**src/hdl/bpe_ram.sv**
```systemverilog
// ----------------------------------------------------------------------------
// bpe_ram
// Generic single-write, single-read RAM with a registered read port.
// ----------------------------------------------------------------------------
module bpe_ram #(
  parameter int Width = 8,
  parameter int Depth = 16,
  localparam int AddrW = (Depth > 1) ? $clog2(Depth) : 1
) (
  input  logic             clk_i,
  input  logic             we_i,
  input  logic [AddrW-1:0] waddr_i,
  input  logic [Width-1:0] wdata_i,
  input  logic [AddrW-1:0] raddr_i,
  output logic [Width-1:0] rdata_o
);

  logic [Width-1:0] mem_q [Depth];

  // Write port and registered read port.
  always_ff @(posedge clk_i) begin
    if (we_i) begin
      mem_q[waddr_i] <= wdata_i;
    end
    rdata_o <= mem_q[raddr_i];
  end

endmodule

```
**config.mk**
```make
export PLATFORM = sky130hd
export DESIGN_NAME = bpe_ram
export DESIGN_NICKNAME = d
export VERILOG_FILES = /design/src/hdl/bpe_ram.sv
export SDC_FILE = /design/constraint.sdc
export NUM_CORES = 1
export LEC_CHECK = 0
export BUFFER_PORTS_ARGS = -buffer_cell sky130_fd_sc_hd__buf_2
export CAP_MARGIN = 20
export CELL_PAD_IN_SITES_DETAIL_PLACEMENT = 1
export CELL_PAD_IN_SITES_GLOBAL_PLACEMENT = 1
export CORE_ASPECT_RATIO = 1.25
export CORE_UTILIZATION = 25
export DETAILED_ROUTE_END_ITERATION = 16
export PLACE_DENSITY = 0.43
export SLEW_MARGIN = 20
export SYNTH_ARGS = -nofsm -noshare
export SYNTH_HDL_FRONTEND = slang
export SYNTH_SLANG_ARGS = --single-unit
```
**constraint.sdc**
```tcl
create_clock -name clk_i -period 1.65 [get_ports clk_i]
set_clock_uncertainty 0.1 [all_clocks]
set_input_delay 0.0825 -clock clk_i [delete_from_list [all_inputs] [get_ports clk_i]]
set_output_delay 0.0825 -clock clk_i [all_outputs]
set_load 0.02 [all_outputs]
```
==> impl_metrics.csv <==
group,metric,value,unit
outcome,run_status,"finished clean",
placement,port-buffer-count,25,
global_route,grt_overflow,0,
timing,max_slew_margin,0.494,
yosys,synth_area,5150,sq um
die,floorplan.core_area,20200,sq um
power,peakVddDrop,0.701,mV
timing,timing.final.max_slew_violations,0,
timing,finalCritPeriodShare,0.905,
detailed_routing,antenna_violating_nets_post_route,0,
power,clk_pwr_share,0.481,
min_path,min_path_type,"in -> reg",
placement,preCtsSetupSlack,4.20,ps
global_route,grt_first_pass_wirelength,18500,microns
yosys,avg_inst_size_synth,22.5,sq um
timing,timing.setup.tns,0,ps
final_layout,n_antenna_cell,0,
global_route,pin_count_of_the_biggest_net_entering_global_routing,21,
yosys,syn-num-nets,247,
placement,post-dp-hpwl,8180,microns
detailed_routing,wl_per_cell,21.2,microns
die,number_of_top_level_pins,26,
timing,worst_pin_slew,757,ps
final_layout,finish.utilization,0.324,
clock_tree,cts_tree,"done",
clock_tree,clk_root_buffer_cell,"clkbuf_16",
worst_setup_path,crit_path_max_fanout,1,
final_layout,layout.cells.non_filler,585,
detailed_routing,vias_per_std_cell,4.33,
clock_tree,htree_num_levels,4,
yosys,post_synth_inst_count,229,
global_route,first_global_vias,2795,
placement,final_weighted_congestion_in_routability_driven_placement,0.689,
detailed_routing,wire_length_after_detailed_routing,12400,microns
detailed_routing,initialDrtViolationCount,209,
yosys,synth.lib_cells_used.distinct,19,
clock_tree,post_cts_buffers,0,
die,design.die.area,21200,sq um
yosys,yosysWarnings,0,
timing,final.hold.worst_slack,121,ps
timing,post-route-min-period,1490,ps
power,power.share.sequential,0.466,
clock_tree,cts_made_buffers,17,
global_route,grt_use_total,0.130,
die,initial_utilization,0.255,
detailed_routing,drtPass1Iterations,6,
global_route,grt_antenna_before_repair,0,
clock_tree,clk_path_buf_depth,2,
worst_setup_path,data_arrival_time_of_the_critical_path,1690,ps
die,std_cell_rows,58,
power,power.net_switching,1650,uW
power,power_switching_share,0.198,
clock_tree,clkSlewWorstSetupHoldPaths,60,ps
die,die_w,130,microns
final_layout,syn_to_final_growth,26.8,%
final_layout,layout.filler_cells,2089,
timing,unrepaired_setup_endpoints_after_global_routing,"false",
worst_setup_path,cp-start-kind,"register",
timing,final-hold-violation-count,0,
power,total_leakage_power,0.00222,uW
placement,numPlacedInstances,545,
yosys,synth-seq-cells,136,
power,pwr-share-comb,0.053,
timing,setup_viol,0,
final_layout,drive_above_1_share,0.327,
timing,timing.fmax,670,MHz
clock_tree,clock_sink_count,136,
clock_tree,clock_insertion_delay_worst_skew,410,ps
worst_setup_path,crit_required,1850,ps
clock_tree,postCtsResizedCells,0,
timing,post_layout_worst_setup_margin,156,ps
worst_setup_path,timing.setup.critical_path_class,"reg -> reg",
worst_setup_path,crit_path_end_kind,"register",
die,floorplan.die.height,162,microns
detailed_routing,drc_errors,0,
yosys,synth.yosys.seq_area_share,0.778,
power,power.density_cell_area,1280,nW/um^2
final_layout,design.final.nets,320,
detailed_routing,routed-via-count,2532,
power,power.internal,6690,uW
clock_tree,hold_buffers,8,
flow_run,timing.max_cap.violations,0,
[synthesized netlist by cell type]
| master | n | area (sq um) |
|---|---|---|
| a22oi_1 | 16 | 120 |
| nand2b_1 | 2 | 12.5 |
| buf_2 | 3 | 15.0 |
| or3b_2 | 1 | 8.76 |
| clkdlybuf4s25_2 | 3 | 30.0 |
| mux4_1 | 14 | 368 |
| nor2b_1 | 1 | 6.26 |
| edfxtp_1 | 128 | 3840 |
| and2b_1 | 1 | 7.51 |
| nand3_1 | 1 | 5.00 |
| and2_1 | 1 | 6.26 |
| nand3b_1 | 2 | 15.0 |
| buf_6 | 3 | 33.8 |
| nor2_1 | 13 | 48.8 |
| nor3_1 | 4 | 20.0 |
| dfxtp_1 | 8 | 160 |
| nand2_1 | 9 | 33.8 |
| mux4_2 | 18 | 405 |
| buf_4 | 1 | 7.51 |
[flip-flops by register name (all words and copies together) (netlist names)]
name,cells
mem_q,128
rdata_o,8
[metrics by stage]
stage / total power (uW) / instance area [sq um]
final: 8340 / 6530
after global routing: 8580 / 6530
after CTS: 8430 / 6530
after detailed placement: 4400 / 5820
after global placement: 4390 / 5820
after floorplan: 4180 / 5150
[worst max-delay path, cell delays in order, from the launching register on]
cell	delay, ps
edfxtp_1	380
mux4_2	490
a22oi_1	230
buf_4	140
nand2_1	40
[kinds of logic (layout without fill, tap and decap cells)]
| kind of cell | count (synthesis) | count (layout) | synth area share |
|---|---|---|---|
| DFF | 136 | 136 | 0.778 |
| buffers and inverters | 10 | 96 | 0.0168 |
| muxes | 32 | 32 | 0.150 |
| AOI/OAI and AO/OA | 16 | 16 | 0.0233 |
| and+or+nand+nor | 35 | 35 | 0.0318 |
[layout make-up]
type	instances	area [sq um]	share of cell area
clock buffer	23	478	0.0732
sequential	136	4000	0.613
multi-input combinational	83	1060	0.163
clock inverter	9	146	0.0224
timing repair buffer	64	500	0.0767
tap	270	338	0.0517
[per-layer routing]
layer	track usage	wire length (microns)	up-vias
met4	0.0517	191	0
met1	0.164	5700	1360
met2	0.211	6210	39
li1	-	-	1119
met5	0	0	-
met3	0.0325	291	14
[power groups by stage]
| stage | clock network [uW] | registers [uW] | logic (uW) |
|---|---|---|---|
| 2_1_floorplan | 0 | 3980 | 196 |
| 3_3_place_gp | 0 | 3950 | 438 |
| 3_5_place_dp | 0 | 3960 | 441 |
| 4_1_cts | 4090 | 3890 | 458 |
| 5_1_grt | 4210 | 3890 | 481 |
| 6_report | 4010 | 3880 | 444 |
[path summary, 6_finish.rpt]
check | startpoint | endpoint | slack [ps] | depth (start not counted)
worst min-delay path | waddr_i[0] | mem_q[0][4]$_DFFE_PP_ | 120 | 3
worst max register to register | mem_q[1][6]$_DFFE_PP_ | rdata_o[6]$_DFF_P_ | 160 | 4
worst max-delay path | mem_q[1][6]$_DFFE_PP_ | rdata_o[6]$_DFF_P_ | 160 | 4
worst min register to register | mem_q[15][2]$_DFFE_PP_ | rdata_o[2]$_DFF_P_ | 570 | 3
[placed cells by master, fill, tap and decap left out, types with 3 or more instances in the layout]
cell | netlist | routed
edfxtp_1 | 128 | 128
buf_4 | 1 | 26
buf_2 | 3 | 25
mux4_2 | 18 | 18
clkbuf_16 | 0 | 17
a22oi_1 | 16 | 16
mux4_1 | 14 | 14
nor2_1 | 13 | 13
nand2_1 | 9 | 9
dlygate4sd3_1 | 0 | 8
dfxtp_1 | 8 | 8
buf_12 | 0 | 5
bufinv_16 | 0 | 4
nor3_1 | 4 | 3
clkbuf_1 | 0 | 3
clkbuf_8 | 0 | 3
Power figures use the tool's default switching activity.
